## config.mk

```make
export PLATFORM = sky130hd
export DESIGN_NAME = hotkey_press_release_detector_unit
export DESIGN_NICKNAME = d
export VERILOG_FILES = /design/src/rtl/hkprd_pkg.sv /design/src/rtl/hotkey_press_release_detector_unit.sv
export SDC_FILE = /design/constraint.sdc
export NUM_CORES = 1
export LEC_CHECK = 0
export ABC_AREA = 1
export BUFFER_PORTS_ARGS = -buffer_cell sky130_fd_sc_hd__buf_2
export CAP_MARGIN = 15
export CORE_UTILIZATION = 27
export DETAILED_ROUTE_END_ITERATION = 8
export PLACE_DENSITY_LB_ADDON = 0.1
export SLEW_MARGIN = 20
export SYNTH_ARGS = -nofsm -noshare
export SYNTH_HDL_FRONTEND = slang
export SYNTH_SLANG_ARGS = --single-unit
export TNS_END_PERCENT = 10
```

## constraint.sdc

```tcl
create_clock -name clock -period 5.4 [get_ports clock]
set_input_delay 0.54 -clock clock [delete_from_list [all_inputs] [get_ports clock]]
set_output_delay 0.54 -clock clock [all_outputs]
set_load 0.005 [all_outputs]
```

## src/rtl/hkprd_pkg.sv

```systemverilog
`default_nettype none
// ----------------------------------------------------------------------------
// hkprd_pkg
// Shared codes, key codes and key class helpers for the hotkey detector.
// ----------------------------------------------------------------------------
package hkprd_pkg;

   // event commands
   localparam logic [1:0] CMD_DOWN  = 2'd0;
   localparam logic [1:0] CMD_UP    = 2'd1;
   localparam logic [1:0] CMD_PASS  = 2'd2;
   localparam logic [1:0] CMD_SPARE = 2'd3;

   // result codes
   typedef enum logic [1:0] {
      EV_NONE    = 2'd0,
      EV_PRESS   = 2'd1,
      EV_RELEASE = 2'd2
   } event_type;

   // register indexes
   localparam int unsigned CSR_IDX_W = 3;
   localparam logic [CSR_IDX_W-1:0] REG_TARGET_KEY     = 3'd0;
   localparam logic [CSR_IDX_W-1:0] REG_NEED_CTRL      = 3'd1;
   localparam logic [CSR_IDX_W-1:0] REG_NEED_ALT       = 3'd2;
   localparam logic [CSR_IDX_W-1:0] REG_NEED_SHIFT     = 3'd3;
   localparam logic [CSR_IDX_W-1:0] REG_NEED_WIN       = 3'd4;
   localparam logic [CSR_IDX_W-1:0] REG_NEED_CAPS      = 3'd5;
   localparam logic [CSR_IDX_W-1:0] REG_MODIFIERS_ONLY = 3'd6;

   // virtual key codes
   localparam logic [7:0] VK_SHIFT_ANY   = 8'h10;
   localparam logic [7:0] VK_CTRL_ANY    = 8'h11;
   localparam logic [7:0] VK_ALT_ANY     = 8'h12;
   localparam logic [7:0] VK_CAPS        = 8'h14;
   localparam logic [7:0] VK_LEFT_WIN    = 8'h5B;
   localparam logic [7:0] VK_RIGHT_WIN   = 8'h5C;
   localparam logic [7:0] VK_SHIFT_LEFT  = 8'hA0;
   localparam logic [7:0] VK_SHIFT_RIGHT = 8'hA1;
   localparam logic [7:0] VK_LCTRL       = 8'hA2;
   localparam logic [7:0] VK_RCTRL       = 8'hA3;
   localparam logic [7:0] VK_LALT        = 8'hA4;
   localparam logic [7:0] VK_RALT        = 8'hA5;

   function automatic logic is_ctrl(input logic [7:0] k);
      return (k == VK_CTRL_ANY) || (k == VK_LCTRL) || (k == VK_RCTRL);
   endfunction

   function automatic logic is_alt(input logic [7:0] k);
      return (k == VK_ALT_ANY) || (k == VK_LALT) || (k == VK_RALT);
   endfunction

   function automatic logic is_shift(input logic [7:0] k);
      return (k == VK_SHIFT_ANY) || (k == VK_SHIFT_LEFT) || (k == VK_SHIFT_RIGHT);
   endfunction

   function automatic logic is_win(input logic [7:0] k);
      return (k == VK_LEFT_WIN) || (k == VK_RIGHT_WIN);
   endfunction

endpackage
`default_nettype wire

```

## src/rtl/hotkey_press_release_detector_unit.sv

```systemverilog
`default_nettype none
// ----------------------------------------------------------------------------
// hotkey_press_release_detector_unit
// An accepted key word's result word is registered in the cycle after it is
// accepted. Throughput: one word per cycle while results are taken; the result
// register frees as it is taken. The single flag-update pass lies between the
// request port and the result register. Synchronous active-high reset clears
// modifier tracking, the hotkey state and all configuration registers.
// ----------------------------------------------------------------------------
module hotkey_press_release_detector_unit (
   input  wire logic                           clock,
   input  wire logic                           reset,
   // key event word
   input  wire logic                           req_valid,
   output      logic                           req_ready,
   input  wire logic [1:0]                     req_cmd,
   input  wire logic [7:0]                     req_key_code,
   input  wire logic                           req_ctrl_held,
   input  wire logic                           req_alt_held,
   input  wire logic                           req_shift_held,
   input  wire logic                           req_left_win_held,
   input  wire logic                           req_right_win_held,
   input  wire logic                           req_caps_held,
   input  wire logic                           req_target_held,
   // result word
   output      logic                           rsp_valid,
   input  wire logic                           rsp_ready,
   output      logic [1:0]                     rsp_hotkey_event,
   output      logic                           rsp_swallow,
   // configuration writes
   input  wire logic                           csr_wr_en,
   input  wire logic [hkprd_pkg::CSR_IDX_W-1:0] csr_index,
   input  wire logic [7:0]                     csr_wdata
);

   // configuration
   logic [7:0] target_key_ff;
   logic       need_ctrl_ff, need_alt_ff, need_shift_ff;
   logic       need_win_ff, need_caps_ff, modifiers_only_ff;

   // tracked state
   logic active_ff, active_in;
   logic block_ff, block_in;
   logic ctrl_ff, ctrl_in, alt_ff, alt_in, shift_ff, shift_in;
   logic lwin_ff, lwin_in, rwin_ff, rwin_in, caps_ff, caps_in;

   // result register
   logic       rsp_valid_ff;
   logic [1:0] rsp_event_ff;
   logic       rsp_swallow_ff;

   hkprd_pkg::event_type ev;
   logic swallow;
   logic accept;

   assign req_ready = !rsp_valid_ff || rsp_ready;
   assign accept    = req_valid && req_ready;

   assign rsp_valid        = rsp_valid_ff;
   assign rsp_hotkey_event = rsp_event_ff;
   assign rsp_swallow      = rsp_swallow_ff;

   // take configuration writes
   always_ff @(posedge clock) begin
      if (reset) begin
         target_key_ff     <= '0;
         need_ctrl_ff      <= 1'b0;
         need_alt_ff       <= 1'b0;
         need_shift_ff     <= 1'b0;
         need_win_ff       <= 1'b0;
         need_caps_ff      <= 1'b0;
         modifiers_only_ff <= 1'b0;
      end else if (csr_wr_en) begin
         unique case (csr_index)
            hkprd_pkg::REG_TARGET_KEY:     target_key_ff     <= csr_wdata;
            hkprd_pkg::REG_NEED_CTRL:      need_ctrl_ff      <= csr_wdata[0];
            hkprd_pkg::REG_NEED_ALT:       need_alt_ff       <= csr_wdata[0];
            hkprd_pkg::REG_NEED_SHIFT:     need_shift_ff     <= csr_wdata[0];
            hkprd_pkg::REG_NEED_WIN:       need_win_ff       <= csr_wdata[0];
            hkprd_pkg::REG_NEED_CAPS:      need_caps_ff      <= csr_wdata[0];
            hkprd_pkg::REG_MODIFIERS_ONLY: modifiers_only_ff <= csr_wdata[0];
            default: ;
         endcase
      end
   end

   // evaluate one key word against the tracked state
   always_comb begin
      logic down, up, is_mod, req_ev, held, hit;
      down   = (req_cmd == hkprd_pkg::CMD_DOWN);
      up     = (req_cmd == hkprd_pkg::CMD_UP);
      hit    = (req_key_code == target_key_ff);
      is_mod = hkprd_pkg::is_ctrl(req_key_code) || hkprd_pkg::is_alt(req_key_code) ||
               hkprd_pkg::is_shift(req_key_code) || hkprd_pkg::is_win(req_key_code) ||
               (req_key_code == hkprd_pkg::VK_CAPS);
      req_ev = (need_ctrl_ff && hkprd_pkg::is_ctrl(req_key_code)) ||
               (need_alt_ff && hkprd_pkg::is_alt(req_key_code)) ||
               (need_shift_ff && hkprd_pkg::is_shift(req_key_code)) ||
               (need_win_ff && hkprd_pkg::is_win(req_key_code)) ||
               (need_caps_ff && (req_key_code == hkprd_pkg::VK_CAPS));
      held   = 1'b0;

      ev        = hkprd_pkg::EV_NONE;
      swallow   = 1'b0;
      active_in = active_ff;
      block_in  = block_ff;
      ctrl_in   = ctrl_ff;
      alt_in    = alt_ff;
      shift_in  = shift_ff;
      lwin_in   = lwin_ff;
      rwin_in   = rwin_ff;
      caps_in   = caps_ff;

      if (down || up) begin
         // swallow CapsLock when it is required, and blocked required modifiers
         if (need_caps_ff && (req_key_code == hkprd_pkg::VK_CAPS)) swallow = 1'b1;
         if (block_ff && req_ev) swallow = 1'b1;

         // refresh modifier tracking on a modifier key
         if (is_mod) begin
            ctrl_in  = hkprd_pkg::is_ctrl(req_key_code) ? down : req_ctrl_held;
            alt_in   = hkprd_pkg::is_alt(req_key_code) ? down : req_alt_held;
            shift_in = hkprd_pkg::is_shift(req_key_code) ? down : req_shift_held;
            lwin_in  = (req_key_code == hkprd_pkg::VK_LEFT_WIN) ? down : req_left_win_held;
            rwin_in  = (req_key_code == hkprd_pkg::VK_RIGHT_WIN) ? down : req_right_win_held;
            caps_in  = (req_key_code == hkprd_pkg::VK_CAPS) ? down : req_caps_held;
         end

         held = !(need_ctrl_ff && !ctrl_in) && !(need_alt_ff && !alt_in) &&
                !(need_shift_ff && !shift_in) && !(need_win_ff && !(lwin_in || rwin_in)) &&
                !(need_caps_ff && !caps_in);

         // end the press on a released required modifier
         if (active_in && up && req_ev && !held) begin
            active_in = 1'b0;
            ev        = hkprd_pkg::EV_RELEASE;
         end

         // end the press when the target release was missed
         if (active_in && !modifiers_only_ff && !hit && !req_target_held) begin
            active_in = 1'b0;
            ev        = hkprd_pkg::EV_RELEASE;
         end

         if (modifiers_only_ff) begin
            if (down) begin
               if (!active_in && held) begin
                  active_in = 1'b1;
                  ev        = hkprd_pkg::EV_PRESS;
               end
            end else if (active_in && !held) begin
               active_in = 1'b0;
               ev        = hkprd_pkg::EV_RELEASE;
            end
         end else begin
            if (hit) begin
               if (down) begin
                  if (held) begin
                     swallow = 1'b1;
                     if (!active_in) begin
                        active_in = 1'b1;
                        block_in  = 1'b1;
                        ev        = hkprd_pkg::EV_PRESS;
                     end
                  end
               end else if (active_in) begin
                  swallow   = 1'b1;
                  active_in = 1'b0;
                  ev        = hkprd_pkg::EV_RELEASE;
               end
            end
            // drop the modifier block once a required modifier is up
            if (block_in && !held) block_in = 1'b0;
         end
      end
   end

   // advance tracked state on an accepted word
   always_ff @(posedge clock) begin
      if (reset) begin
         active_ff <= 1'b0;
         block_ff  <= 1'b0;
         ctrl_ff   <= 1'b0;
         alt_ff    <= 1'b0;
         shift_ff  <= 1'b0;
         lwin_ff   <= 1'b0;
         rwin_ff   <= 1'b0;
         caps_ff   <= 1'b0;
      end else if (accept) begin
         active_ff <= active_in;
         block_ff  <= block_in;
         ctrl_ff   <= ctrl_in;
         alt_ff    <= alt_in;
         shift_ff  <= shift_in;
         lwin_ff   <= lwin_in;
         rwin_ff   <= rwin_in;
         caps_ff   <= caps_in;
      end
   end

   // hold the result word until taken
   always_ff @(posedge clock) begin
      if (reset) begin
         rsp_valid_ff <= 1'b0;
      end else if (accept) begin
         rsp_valid_ff <= 1'b1;
      end else if (rsp_ready) begin
         rsp_valid_ff <= 1'b0;
      end
   end

   always_ff @(posedge clock) begin
      if (accept) begin
         rsp_event_ff   <= ev;
         rsp_swallow_ff <= swallow;
      end
   end

endmodule
`default_nettype wire
```

==> results of run 1 <==
[logic make-up (layout without fill, tap and decap cells)]
group	Yosys count	in the layout	share of synthesized area, %
buf+inv	46	83	10.0
simple gates	156	156	43.3
xor+xnor	1	1	0.507
flops	26	26	31.9
compound gates	45	45	14.3
[layout make-up]
cell class | instances | area [um^2]
inverters | 42 | 158
well taps | 75 | 93.8
flip-flops and latches | 26 | 551
fillers | 695 | 4030
multi-input cells | 202 | 1000
repair buffers | 37 | 185
clock buffers | 4 | 45.0
[cells in the final DEF, fill, tap and decap left out, types with 2 or more instances in the layout]
cell,instances
nand4_1,6
inv_2,5
o21ai_0,20
edfxtp_1,3
buf_2,37
nand2_2,7
o211ai_1,6
a21oi_1,17
nor2_4,3
or2_2,3
nand3_2,5
inv_1,37
nor2_2,2
clkbuf_8,3
nand3_1,25
nand2_4,3
nand2_1,62
nor3_1,2
dfxtp_1,23
nor2_1,36
[power groups by stage]
stage	sequential [uW]	combinational [uW]	clock, uW
6_report	208	74.5	116
5_1_grt	209	86.0	129
4_1_cts	208	75.6	122
3_5_place_dp	213	75.3	0
3_3_place_gp	213	75.9	0
2_1_floorplan	212	47.1	0
[critical path, cell delays in order]
cell and delay [ps]:
buf_2 120, inv_2 90, nand2_2 70, nor2_1 120
inv_1 50, a21oi_1 220, nor2_4 100, nand2_4 120
nand2_1 80, nand3_1 80, nand2_2 80, nor2_4 120
nand2_4 80, a21oi_1 140, nor2_1 60, nor2_1 80
nor2_1 50
[final timing paths]
kind	end	cells after the start	startpoint
worst max-delay path	rsp_hotkey_event[1]$_SDFFCE_PN0P_	17	req_key_code[2]
worst min-delay path	block_ff$_SDFFE_PP0P_	2	block_ff$_SDFFE_PP0P_
worst max register to register	rsp_swallow$_SDFFCE_PN0P_	11	target_key_ff[1]$_SDFFE_PP0P_
worst min register to register	block_ff$_SDFFE_PP0P_	2	block_ff$_SDFFE_PP0P_
[through the flow]
step / std cells / power (uW) / setup WS, ps / area (um^2)
final: 386 / 399 / 3220 / 2040
after global routing: 386 / 424 / 3000 / 2040
after CTS: 386 / 406 / 3210 / 2040
after detailed placement: 382 / 288 / 2920 / 1990
after global placement: 382 / 289 / 2900 / 1990
after floorplan: 274 / 259 / 3290 / 1730
[metal layers]
| layer | up-vias | GRT usage (%) | share of wire [%] |
|---|---|---|---|
| met5 | - | 0 | 0 |
| met4 | 0 | 4.56 | 0.60 |
| met3 | 2 | 2.11 | 5.0 |
| met2 | 34 | 27.4 | 48 |
| met1 | 786 | 17.8 | 47 |
| li1 | 957 | - | - |
==> results.py, run 1 <==
metrics = {
    "outcome": {
        "outcome": "complete, no violations",
    },
    "floorplanning": {
        "die_x_um": 82.0,
        "num_rows": 28,
        "die_area_um2": 6720,
        "initial_utilization_pct": 28.5,
        "ios": 38,
        "fp.coreArea_um2": 6060,
        "die_height_um": 82.0,
    },
    "timing": {
        "worst_slew_pin_slew_ps": 900,
        "rsz0062_at_grt": "false",
        "hold_violations": 0,
        "max_freq_ghz": 0.460,
        "report.final.setup_viol": 0,
        "clock-skew-final_ps": 6.81,
        "fin_crit_sh_pct": 40.3,
        "relSlewSlack_pct": 39.8,
        "hold-worst-slack_ps": 461,
        "tns_ps": 0,
        "slew_viol_final": 0,
        "min_period_ps": 2180,
    },
    "logic_synthesis": {
        "ys.flop_type": "dfxtp_1",
        "synth_top_cell_by_area": "dfxtp_1",
        "syn_nets": 307,
        "synth.most_common_cell": "nand2_1",
        "ys_seq_elements": 26,
        "ys_seq_area_share_pct": 31.9,
        "yosys_warnings": 0,
        "synthesis.area_um2": 1730,
        "avgSynthCellArea_um2": 6.30,
        "synth_cells": 274,
        "yosys.area.top_type_share_pct": 26.7,
        "async_flop_share_pct": 0,
        "synth-edff-count": 3,
        "ys_types": 24,
        "netlist_top_cells_area": "dfxtp_1 27%, nand2_1 13%, inv_1 8.0%, nor2_1 7.8%, nand3_1 7.2%",
        "synth_commonest_cells": "62 x nand2_1, 37 x inv_1, 36 x nor2_1",
    },
    "detailed_routing": {
        "routed_wl_um": 4500,
        "first_iter_violations": 77,
        "vias": 1779,
        "ant_nets": 0,
        "post-route-drc-count": 0,
        "dr.pass1.iters": 4,
        "detail_route.wl_per_cell_um": 11.6,
        "via_per_inst": 4.61,
    },
    "power_and_ir_drop": {
        "switching_share_pct": 28.4,
        "clkPwrFrac_pct": 29.1,
        "power_per_cell_area_nw_per_um2": 196,
        "p_switching_uw": 113,
        "comb_power_share_pct": 18.7,
        "seqPwrFrac_pct": 52.2,
        "internal_power_uw": 285,
        "ir_drop_mv": 0.0818,
        "p_leak_uw": 0.000974,
    },
    "clock_tree": {
        "cts_buffers": 3,
        "worst_skew_pair.late_latency_ps": 270,
        "cts.reportedPaths.clkPinSlew_ps": 100,
        "cts_tree": "built",
        "cts_sinks": 26,
        "htreeDepth": 1,
        "ctsResizeCount": 0,
        "ctsRootBufferMaster": "clkbuf_8",
        "post-cts-setup-buffers": 0,
        "cts.hold.buffers_added": 0,
        "cts_buffer_depth": 2,
    },
    "place": {
        "dp_hpwl_um": 3680,
        "numPortBuffers": 37,
        "place_congestion": 0.851,
    },
    "global_route": {
        "grt_pass1_wl_um": 7650,
        "track_usage_pct": 15.0,
        "grt_overflow": 0,
        "grt_max_degree": 17,
        "antenna_found_initial": 0,
        "grt_pass1_vias": 1729,
    },
    "layout": {
        "area_delta_synth_final_pct": 17.9,
        "largest_reg_flops": 8,
        "drive_gt1_share_pct": 22.5,
        "fin_util_pct": 33.6,
        "nNetsFinal": 345,
        "largest_register": "target_key_ff",
        "n_antenna_cell": 0,
    },
    "hold_path": {
        "hp-class": "flip-flop to flip-flop",
    },
    "critical_path": {
        "end_kind": "flip-flop",
        "crit_type": "primary input to flip-flop",
        "r2r_slack_ps": 3420,
        "path_max_fanout": 7,
        "cp.arrival_ps": 2210,
        "cp-start-kind": "primary input",
        "worstPathRequired_ps": 5430,
    },
    "flow_run": {
        "maxCapViolations": 0,
    },
}
Power figures use the tool's default switching activity.
==> inputs of run 2 (changes only) <==
clock period = 1.81 ns   (was 5.4 ns; I/O delays follow)
==> results.py, run 2 (synthesis gave the netlist of run 1 again) <==
metrics = {
    "critical_path": {
        "path_max_fanout": 6,
        "crit_type": "primary input to flip-flop",
        "end_kind": "flip-flop",
        "cp.arrival_ps": 1920,
        "worstPathRequired_ps": 1950,
        "cp-start-kind": "primary input",
    },
    "floorplanning": {
        "fp.coreArea_um2": 6060,
        "ios": 38,
        "die_area_um2": 6720,
        "initial_utilization_pct": 28.5,
        "num_rows": 28,
        "die_height_um": 82.0,
        "die_x_um": 82.0,
    },
    "place": {
        "dp_hpwl_um": 3750,
        "post_dp_cell_area_um2": 2190,
        "numPortBuffers": 37,
        "place_congestion": 0.827,
    },
    "timing": {
        "rsz0062_at_grt": "true",
        "clock-skew-final_ps": 7.81,
        "relSlewSlack_pct": 62.1,
        "hold_violations": 0,
        "slew_viol_final": 0,
        "max_freq_ghz": 0.563,
        "hold-worst-slack_ps": 136,
        "report.final.setup_viol": 0,
        "worst_slew_pin_slew_ps": 568,
        "fin_crit_sh_pct": 98.2,
        "min_period_ps": 1780,
    },
    "layout": {
        "drive_gt1_share_pct": 44.7,
        "largest_reg_flops": 8,
        "n_antenna_cell": 0,
        "largest_register": "target_key_ff",
        "nNetsFinal": 381,
        "final_common_cell": "nand2_1",
        "postLayoutCellArea_um2": 2600,
        "area_delta_synth_final_pct": 50.4,
        "mostFrequentLayoutCells": "44 x nand2_1, 35 x buf_4, 32 x inv_1, 31 x buf_2, 27 x nor2_1",
        "nFillCells": 620,
    },
    "detailed_routing": {
        "ant_nets": 0,
        "dr.pass1.iters": 4,
        "vias": 1933,
        "routed_wl_um": 4950,
        "post-route-drc-count": 0,
        "via_per_inst": 4.58,
        "first_iter_violations": 45,
        "detail_route.wl_per_cell_um": 11.7,
    },
    "power_and_ir_drop": {
        "power_per_cell_area_nw_per_um2": 530,
        "ir_drop_mv": 0.298,
        "p_leak_uw": 0.00123,
    },
    "clock_tree": {
        "htreeDepth": 1,
        "cts_buffers": 3,
        "cts.reportedPaths.clkPinSlew_ps": 100,
        "cts.hold.buffers_added": 0,
        "worst_skew_pair.late_latency_ps": 280,
        "cts_tree": "built",
        "cts_buffer_depth": 2,
        "ctsRootBufferMaster": "clkbuf_8",
        "cts_sinks": 26,
    },
    "flow_run": {
        "maxCapViolations": 0,
    },
    "global_route": {
        "grt_pass1_vias": 1735,
        "antenna_found_initial": 0,
        "grt_pass1_wl_um": 7730,
        "track_usage_pct": 15.2,
        "grt_overflow": 0,
        "grt_max_degree": 17,
    },
    "hold_path": {
        "hp-class": "primary input to flip-flop",
    },
    "outcome": {
        "outcome": "complete, no violations",
    },
}
-- run 2: path summary, 6_finish.rpt --
kind	from	to	slack, ps	cells past startpoint
worst min register to register	target_key_ff[7]$_SDFFE_PP0P_	target_key_ff[7]$_SDFFE_PP0P_	460	2
worst max register to register	target_key_ff[7]$_SDFFE_PP0P_	rsp_swallow$_SDFFCE_PN0P_	80	13
worst max-delay path	req_key_code[1]	rsp_swallow$_SDFFCE_PN0P_	30	17
worst min-delay path	csr_wdata[3]	target_key_ff[3]$_SDFFE_PP0P_	140	3
-- run 2: per-stage QoR --
| step | utilization [%] | worst slack (ps) | power [uW] | std cells | TNS, ps |
|---|---|---|---|---|---|
| finish | 42.8 | 32.5 | 1380 | 422 | 0 |
| global route | 42.8 | -95.5 | 1460 | 422 | -265 |
| CTS | 37.3 | 4.18 | 1340 | 413 | 0 |
| detailed placement | 36.2 | -273 | 892 | 409 | -1000 |
| global placement | 36.2 | -232 | 895 | 409 | -869 |
| floorplan | - | 59.9 | 772 | 274 | 0 |
-- run 2: final cells by class --
cell class / instances / area (um^2) / area share (%)
timing repair buffer: 73 / 497 / 19.1
multi-input combinational: 202 / 1210 / 46.7
inverter: 42 / 170 / 6.55
clock buffer: 4 / 66.3 / 2.55
sequential: 26 / 557 / 21.4
tap: 75 / 93.8 / 3.61
-- run 2: where the power goes --
group          leakage (uW)  internal [uW]  switching, uW  total [uW]
clock             0.0000339            241            197         438
combinational      0.000974            141            173         313
sequential         0.000220            608           16.6         624
-- run 2: layer usage --
metal	share of wire, %	routed length [um]	vias up	track usage, %
li1	-	-	1033	-
met1	47	2310	862	18.7
met2	49	2410	32	27.1
met3	3.2	158	6	3.11
met4	1.3	65	0	2.63
met5	0	0	-	0
-- run 2: timing repair --
item / in CTS / in global routing
endpoints found under the setup margin: 0 / 5
gates resized for setup: 0 / 84
setup buffers: 0 / 9
-- run 2: critical path, cell delays in order --
cell and delay [ps]:
buf_6 100, inv_2 60, nand2_2 100, nor2_1 60, nand2_2 90, nand3_2 100
nor2_4 220, nand3_1 160, nand3_2 120, nand2_2 70, nor2_4 120, nand2_4 90
nand2_4 110, nand3_4 80, nand2_2 70, nand2_2 40, a21oi_2 130
